$ cat src/design/eda_pkg.sv
package eda_pkg;

    localparam int EVENT_SLOTS_DEF    = 16;
    localparam int SUBS_PER_EVENT_DEF = 8;
    localparam int QUEUE_DEPTH_DEF    = 16;

    localparam int ID_W     = 16;
    localparam int HANDLE_W = 16;
    localparam int CTX_W    = 32;
    localparam int STATUS_W = 3;
    localparam int CMD_W    = 2;

    typedef enum logic [CMD_W-1:0] {
        CMD_SUBSCRIBE   = 2'd0,
        CMD_UNSUBSCRIBE = 2'd1,
        CMD_PUBLISH     = 2'd2,
        CMD_PROCESS     = 2'd3
    } cmd_t;

    typedef enum logic [STATUS_W-1:0] {
        ST_OK          = 3'd0,
        ST_NULL_HANDLE = 3'd1,
        ST_TABLE_FULL  = 3'd2,
        ST_LIST_FULL   = 3'd3,
        ST_NOT_FOUND   = 3'd4,
        ST_QUEUE_FULL  = 3'd5,
        ST_EMPTY       = 3'd6
    } status_t;

    // controller to datapath commands
    typedef struct packed {
        logic load_in;       // capture the input item
        logic scan_clear;    // restart the slot scan
        logic scan_step;     // compare one slot, advance on a miss
        logic sub_clear;     // restart subscriber index
        logic sub_step;      // advance subscriber index
        logic sub_rd;        // issue subscriber memory read at index
        logic last_rd;       // issue memory read at last subscriber
        logic new_slot;      // append a new slot with the captured id
        logic append;        // write the pair at the end of the list
        logic move_last;     // write the fetched last pair at the match
        logic fifo_push;
        logic fifo_rd;       // issue fifo read
        logic fifo_pop;      // take the fifo head as the event id
        logic out_load;      // load the output register
        logic out_deliver;   // loaded result is a delivery
        logic out_last;
        status_t out_status;
    } eda_cmd_t;

    // datapath to controller status
    typedef struct packed {
        cmd_t cmd;
        logic handle_zero;
        logic scan_done;     // all used slots compared
        logic scan_hit;
        logic table_full;
        logic list_full;
        logic list_empty;
        logic sub_end;       // index has reached the count
        logic sub_last;      // index is the last subscriber
        logic sub_match;     // fetched handle equals the request
        logic fifo_full;
        logic fifo_empty;
        logic out_busy;
    } eda_stat_t;

endpackage

$ cat src/design/eda_ctrl.sv
module eda_ctrl (
    input  logic               clk,
    input  logic               rst_n,
    input  logic               in_valid,
    output logic               in_ready,
    input  eda_pkg::eda_stat_t st,
    output eda_pkg::eda_cmd_t  ctl
);
    import eda_pkg::*;

    typedef enum logic [9:0] {
        S_IDLE   = 10'b0000000001,
        S_DECODE = 10'b0000000010,
        S_SCAN   = 10'b0000000100,
        S_ACT    = 10'b0000001000,
        S_URD    = 10'b0000010000,
        S_UCMP   = 10'b0000100000,
        S_UMOVE  = 10'b0001000000,
        S_QWAIT  = 10'b0010000000,
        S_DRD    = 10'b0100000000,
        S_DOUT   = 10'b1000000000
    } state_t;

    state_t state_reg, state_next;

    always_ff @(posedge clk or negedge rst_n)
    begin
        if (!rst_n)
        begin
            state_reg <= S_IDLE;
        end
        else
        begin
            state_reg <= state_next;
        end
    end

    assign in_ready = (state_reg == S_IDLE);

    // sequencing of one item
    always_comb
    begin
        state_next = state_reg;
        ctl = '0;
        ctl.out_status = ST_OK;
        case (state_reg)
            S_IDLE:
            begin
                if (in_valid)
                begin
                    ctl.load_in    = 1'b1;
                    ctl.scan_clear = 1'b1;
                    ctl.sub_clear  = 1'b1;
                    state_next     = S_DECODE;
                end
            end
            S_DECODE:
            begin
                if (!st.out_busy)
                begin
                    case (st.cmd)
                        CMD_SUBSCRIBE:
                        begin
                            if (st.handle_zero)
                            begin
                                ctl.out_load   = 1'b1;
                                ctl.out_last   = 1'b1;
                                ctl.out_status = ST_NULL_HANDLE;
                                state_next     = S_IDLE;
                            end
                            else
                            begin
                                state_next = S_SCAN;
                            end
                        end
                        CMD_UNSUBSCRIBE:
                            state_next = S_SCAN;
                        CMD_PUBLISH:
                        begin
                            ctl.out_load = 1'b1;
                            ctl.out_last = 1'b1;
                            if (st.fifo_full)
                            begin
                                ctl.out_status = ST_QUEUE_FULL;
                            end
                            else
                            begin
                                ctl.fifo_push = 1'b1;
                            end
                            state_next = S_IDLE;
                        end
                        default:
                        begin
                            if (st.fifo_empty)
                            begin
                                ctl.out_load   = 1'b1;
                                ctl.out_last   = 1'b1;
                                ctl.out_status = ST_EMPTY;
                                state_next     = S_IDLE;
                            end
                            else
                            begin
                                ctl.fifo_rd = 1'b1;
                                state_next  = S_QWAIT;
                            end
                        end
                    endcase
                end
            end
            S_QWAIT:
            begin
                ctl.fifo_pop = 1'b1;
                state_next   = S_SCAN;
            end
            S_SCAN:
            begin
                if (st.scan_hit || st.scan_done)
                begin
                    state_next = S_ACT;
                end
                else
                begin
                    ctl.scan_step = 1'b1;
                end
            end
            S_ACT:
            begin
                case (st.cmd)
                    CMD_SUBSCRIBE:
                    begin
                        if (!st.scan_hit && !st.table_full)
                        begin
                            ctl.new_slot = 1'b1;
                        end
                        else
                        begin
                            ctl.out_load = 1'b1;
                            ctl.out_last = 1'b1;
                            if (!st.scan_hit)
                            begin
                                ctl.out_status = ST_TABLE_FULL;
                            end
                            else if (st.list_full)
                            begin
                                ctl.out_status = ST_LIST_FULL;
                            end
                            else
                            begin
                                ctl.append = 1'b1;
                            end
                            state_next = S_IDLE;
                        end
                    end
                    CMD_UNSUBSCRIBE:
                    begin
                        if (!st.scan_hit || st.sub_end)
                        begin
                            ctl.out_load   = 1'b1;
                            ctl.out_last   = 1'b1;
                            ctl.out_status = ST_NOT_FOUND;
                            state_next     = S_IDLE;
                        end
                        else
                        begin
                            ctl.sub_rd = 1'b1;
                            state_next = S_UCMP;
                        end
                    end
                    default:
                    begin
                        if (!st.scan_hit || st.list_empty)
                        begin
                            ctl.out_load   = 1'b1;
                            ctl.out_last   = 1'b1;
                            ctl.out_status = st.scan_hit ? ST_OK : ST_NOT_FOUND;
                            state_next     = S_IDLE;
                        end
                        else
                        begin
                            ctl.sub_rd = 1'b1;
                            state_next = S_DOUT;
                        end
                    end
                endcase
            end
            S_UCMP:
            begin
                ctl.sub_step = 1'b1;
                if (st.sub_match)
                begin
                    ctl.last_rd = 1'b1;
                    state_next  = S_UMOVE;
                end
                else
                begin
                    state_next = S_URD;
                end
            end
            S_URD:
            begin
                if (st.sub_end)
                begin
                    if (!st.out_busy)
                    begin
                        ctl.out_load   = 1'b1;
                        ctl.out_last   = 1'b1;
                        ctl.out_status = ST_NOT_FOUND;
                        state_next     = S_IDLE;
                    end
                end
                else
                begin
                    ctl.sub_rd = 1'b1;
                    state_next = S_UCMP;
                end
            end
            S_UMOVE:
            begin
                if (!st.out_busy)
                begin
                    ctl.move_last = 1'b1;
                    ctl.out_load  = 1'b1;
                    ctl.out_last  = 1'b1;
                    state_next    = S_IDLE;
                end
            end
            S_DRD:
            begin
                ctl.sub_rd = 1'b1;
                state_next = S_DOUT;
            end
            S_DOUT:
            begin
                if (!st.out_busy)
                begin
                    ctl.out_load    = 1'b1;
                    ctl.out_deliver = 1'b1;
                    ctl.out_last    = st.sub_last;
                    ctl.sub_step    = 1'b1;
                    state_next      = st.sub_last ? S_IDLE : S_DRD;
                end
            end
            default:
                state_next = S_IDLE;
        endcase
    end

`ifndef SYNTHESIS
    a_onehot: assert property (@(posedge clk) disable iff (!rst_n)
        $onehot(state_reg))
        else $error("state not one-hot");
    a_load_free: assert property (@(posedge clk) disable iff (!rst_n)
        ctl.out_load |-> !st.out_busy)
        else $error("result overwritten");
    a_accept_idle: assert property (@(posedge clk) disable iff (!rst_n)
        ctl.load_in |=> state_reg == S_DECODE)
        else $error("accept did not start decode");
`endif
endmodule

$ cat config.mk
export PLATFORM = sky130hd
export DESIGN_NAME = eda_ctrl
export DESIGN_NICKNAME = d
export VERILOG_FILES = /design/src/design/eda_pkg.sv /design/src/design/eda_ctrl.sv
export SDC_FILE = /design/constraint.sdc
export NUM_CORES = 1
export LEC_CHECK = 0
export ABC_AREA = 1
export BUFFER_PORTS_ARGS = -buffer_cell sky130_fd_sc_hd__buf_2
export CORE_MARGIN = 5
export CORE_UTILIZATION = 45
export CTS_CLUSTER_SIZE = 28
export DETAILED_ROUTE_END_ITERATION = 10
export PLACE_DENSITY = 0.8
export RECOVER_POWER = 100
export SETUP_SLACK_MARGIN = 0.15
export SYNTH_ARGS = -nofsm -noshare
export SYNTH_HDL_FRONTEND = slang
export SYNTH_SLANG_ARGS = --single-unit
$ cat constraint.sdc
create_clock -name clk -period 1.3 [get_ports clk]
set_input_delay 0.13 -clock clk [delete_from_list [all_inputs] [get_ports clk]]
set_output_delay 0.13 -clock clk [all_outputs]
set_load 0.05 [all_outputs]
==> results of run 1 <==
synthesized netlist by cell type, types with 2 or more instances:
cell type | n | share of area (%)
nand2_1 | 33 | 11
nor2_1 | 29 | 9.6
inv_1 | 27 | 8.9
nand3_1 | 10 | 4.4
dfrtp_1 | 9 | 20
nor2_4 | 8 | 7.9
nand2_2 | 7 | 3.9
inv_2 | 4 | 1.3
nand2_4 | 4 | 4.0
nand3_2 | 4 | 3.5
nor4_1 | 4 | 2.2
o21ai_0 | 4 | 1.8
a21oi_1 | 3 | 1.3
nor2_2 | 3 | 1.7
o21ai_2 | 3 | 2.3
buf_4 | 2 | 1.3
nand4_1 | 2 | 1.1
o22ai_1 | 2 | 1.1
what timing repair did:
action,4_1_cts
setup endpoints to repair,30
gates resized for setup,80
buffers inserted,12
hold buffers,1
hold endpoints to repair,10
pin swaps,16
per-stage QoR:
step / hold slack, ns / utilization [%]
after floorplan: -0.166 / -
after global placement: 0.0135 / 75.1
after detailed placement: 0.0142 / 75.1
after CTS: 0.0289 / 92.6
routing by layer:
metal | GRT overflow | GRT usage, %
met5 | 0 | 6.35
met4 | 16 | 72.8
met3 | 1 | 45.1
met2 | 14 | 81.8
met1 | 0 | 63.4
kinds of logic after synthesis:
logic type	count (synthesis)	synth area share [%]
compound gates	17	10.9
flops	10	22.1
simple gates	110	54.5
buf+inv	35	12.4
==> flow_summary.ini, run 1 <==
[cts]
htree_levels = 1
cts_root_buf = clkbuf_4
cts-buffers-inserted = 3
cts_num_sinks = 10
cts_buffer_depth = 2

[place]
gp_congestion = 0.916
pre_cts_ws_ns = -0.385
hpwl_mm = 3.09
postPlaceCellArea_um2 = 1840
place_inst = 280
io_buffers = 36

[floorplan]
ioPinCount = 37
start_util_pct = 46.3
die_h_um = 60.2
die_x_um = 60.2
rows = 18

[outcome]
status = stopped before the end
failing_step = global routing (5_1_grt)
first-error = [ERROR GRT-0232] Routing congestion too high. Check the congestion heatmap in the GUI.

[logic_synthesis]
async_flop_share_pct = 100
ys_warn_count = 0
syn-instance-count = 172
synth.distinct_cells = 32
synth_enable_flop_cells = 0
ys_ff_latch = 10
synthFlopType = dfrtp_1
syn_area_um2 = 1140
synth.avg_cell_area_um2 = 6.61
synth-seq-area-share_pct = 22.1
syn_nets = 189

[grt]
grt_max_degree = 11
grt_usage_pct = 64.7
gr-total-overflow = 31

[timing]
worstEndpointGrtRepair = ctl[5]
worstEndpointType = primary output
==> inputs of run 2 (changes only) <==
--- a/config.mk
+++ b/config.mk
@@ -7,13 +7,11 @@
 export LEC_CHECK = 0
 export ABC_AREA = 1
 export BUFFER_PORTS_ARGS = -buffer_cell sky130_fd_sc_hd__buf_2
-export CORE_MARGIN = 5
-export CORE_UTILIZATION = 45
-export CTS_CLUSTER_SIZE = 28
+export CORE_AREA = 5 5 66 68
 export DETAILED_ROUTE_END_ITERATION = 10
-export PLACE_DENSITY = 0.8
+export DIE_AREA = 0 0 71 73
+export PLACE_DENSITY_LB_ADDON = 0.15
 export RECOVER_POWER = 100
-export SETUP_SLACK_MARGIN = 0.15
 export SYNTH_ARGS = -nofsm -noshare
 export SYNTH_HDL_FRONTEND = slang
 export SYNTH_SLANG_ARGS = --single-unit
==> constraint.sdc (replaced) <==
create_clock -name clk -period 1.69 [get_ports clk]
set_input_delay 0.169 -clock clk [delete_from_list [all_inputs] [get_ports clk]]
set_output_delay 0.169 -clock clk [all_outputs]
set_load 0.05 [all_outputs]
==> run 2 against run 1 <==
Against the previous run:
- the flow now finishes, with violations (negative setup slack)
- synthesized area is the same
- synthesized cell count is the same
==> flow_summary.ini, run 2 <==
[timing]
worst_pin_slew_ns = 0.661
slew_headroom_pct = 55.9
finalClockSkew_ns = 0.00309
setup-violations-final = 23
fin_tns_setup_ns = -2.66
period_minus_slack_ns = 1.89
finalCritPeriodShare_pct = 112
max_freq_mhz = 530
final_max_slew_viol_count = 0
finalHoldViolations = 0
setup_slack_ns = -0.197
hold_ws_ns = 0.122
rsz0062_at_grt = true

[cts]
cts_root_buf = clkbuf_8
cts-buffers-inserted = 3
cts_num_sinks = 10
clk_pin_slew_worst_paths_ns = 0.06
clk_latency_ns = 0.25
htree_levels = 1
cts_buffer_depth = 2
cts_tree = built

[setup_path]
cp_slowest_cell = dfstp_2
crit_path_max_fanout = 4
critPathCaptureType = primary output
critPathKind = flip-flop to primary output
cp-start-kind = flip-flop
required_ns = 1.52
path_common_cell = nor2_4
crit_chain = nor2_4 > nand2_4 > nand3b_4 > buf_6 > nor2_4 > a211o_4 > buf_8
cpPeakStageDelay_ns = 0.57
worstPathArrival_ns = 1.72

[logic_synthesis]
synthFlopType = dfrtp_1
synth_commonest_cells = 33 x nand2_1, 29 x nor2_1, 27 x inv_1, 10 x nand3_1, 9 x dfrtp_1
synth-seq-area-share_pct = 22.1
yosysTopAreaCell = dfrtp_1
syn-instance-count = 172
async_flop_share_pct = 100
synthTopCellsByArea = dfrtp_1 20%, nand2_1 11%, nor2_1 9.6%
synth.most_common_cell = nand2_1
ys_warn_count = 0
syn_area_um2 = 1140
synth.distinct_cells = 32
syn_nets = 189
synth_enable_flop_cells = 0
synth.avg_cell_area_um2 = 6.61
yosysTopAreaCellShare_pct = 19.8
ys_ff_latch = 10

[routing]
first_iter_violations = 53
avgRoutedWirePerCell_um = 13.5
firstDrtPassIters = 6
antenna_left = 0
vias = 1409
via_per_inst = 4.59
wl_mm = 4.14
remaining_drc_errors = 0

[floorplan]
placeableCoreArea_um2 = 3800
die-area_um2 = 5180
start_util_pct = 29.9
die_h_um = 73
die_x_um = 71
rows = 23
ioPinCount = 37

[outcome]
violations = negative setup slack
status = complete, but fails checks

[grt]
antenna_found_initial = 0
grt_max_degree = 11
grt_usage_pct = 16.8
grt_pass1_wl_mm = 6.76
grt_pass1_vias = 1469
gr-total-overflow = 0

[hold_path]
min_path_type = primary input to flip-flop

[layout]
syn_to_final_growth_pct = 96.9
layout-drive-gt1-share_pct = 62.3
largest_reg_flops = 10
layout.nets = 275
mostFrequentLayoutCells = 38 x buf_4, 27 x nand2_1, 21 x nor2_1
num_antenna_cells = 0
layout_commonest_cell = buf_4
postLayoutCoreUtil_pct = 58.9
fin_area_um2 = 2240

[place]
hpwl_mm = 2.91
io_buffers = 36
gp_congestion = 0.817
postPlaceCellArea_um2 = 1600

[pwr]
design_power_total_uw = 2100
pwr_density_cell_nw_per_um2 = 939
vdd_drop_max_mv = 0.384
power.leakage_uw = 0.00115

[job]
drv_cap = 0
-- run 2: cell counts after synthesis --
No cell type changed its count.
-- run 2: logic make-up after synthesis --
family          share of synthesized area (%)
compound gates                           10.9
buf+inv                                  12.4
flops                                    22.1
simple gates                             54.5
-- run 2: final timing paths --
check                                         start                       end  slack, ns  cells past startpoint
max                        state_reg[0]$_DFFE_PN1P_                    ctl[3]      -0.20                      7
max in group asynchronous                     rst_n  state_reg[2]$_DFFE_PN0P_       0.81                      2
max reg2reg                state_reg[5]$_DFFE_PN0P_  state_reg[0]$_DFFE_PN1P_      -0.16                     14
min reg2reg                state_reg[0]$_DFFE_PN1P_  state_reg[0]$_DFFE_PN1P_       0.67                      5
min                                           st[4]  state_reg[8]$_DFFE_PN0P_       0.12                      2
min in group asynchronous                     rst_n  state_reg[6]$_DFFE_PN0P_       0.46                      2
-- run 2: final cells by class --
class	count	area (µm²)
Fill cell	358	1560
Tap cell	50	62.6
Sequential cell	10	251
Timing Repair Buffer	84	731
Multi-Input combinational cell	127	1010
Inverter	32	125
Clock buffer	4	55.1
-- run 2: critical path: cells and delay by family (launching register included) --
family | cells | cell delay (ns)
simple gates | 4 | 0.33
flops | 1 | 0.57
compound gates | 1 | 0.31
buf+inv | 2 | 0.26
-- run 2: stage by stage --
step | instances | worst slack (ns)
2_1_floorplan | 172 | -0.197
3_3_place_gp | 279 | -0.00889
3_5_place_dp | 279 | -0.0141
4_1_cts | 304 | -0.198
5_1_grt | 307 | -0.283
6_report | 307 | -0.197
-- run 2: per-layer routing --
layer / global-route usage (%) / up-vias / part of all wire (%)
met2: 29.4 / 35 / 52
met5: 0 / - / 0
met4: 6.89 / 0 / 2.4
met1: 20.1 / 649 / 41
met3: 3.31 / 10 / 4.2
li1: - / 715 / -
-- run 2: what timing repair did --
item	in CTS	in global routing
hold endpoints to repair	9	0
gates resized for setup	67	43
buffers inserted	20	5
setup endpoints to repair	20	25
pin swaps	16	19
hold buffers	1	0
-- run 2: report_power, final --
group	switching [µW]	internal, µW
sequential	32.3	274
combinational	814	652
clock	122	207
total	969	1130
Note: power is estimated with default switching activity, not from simulation.
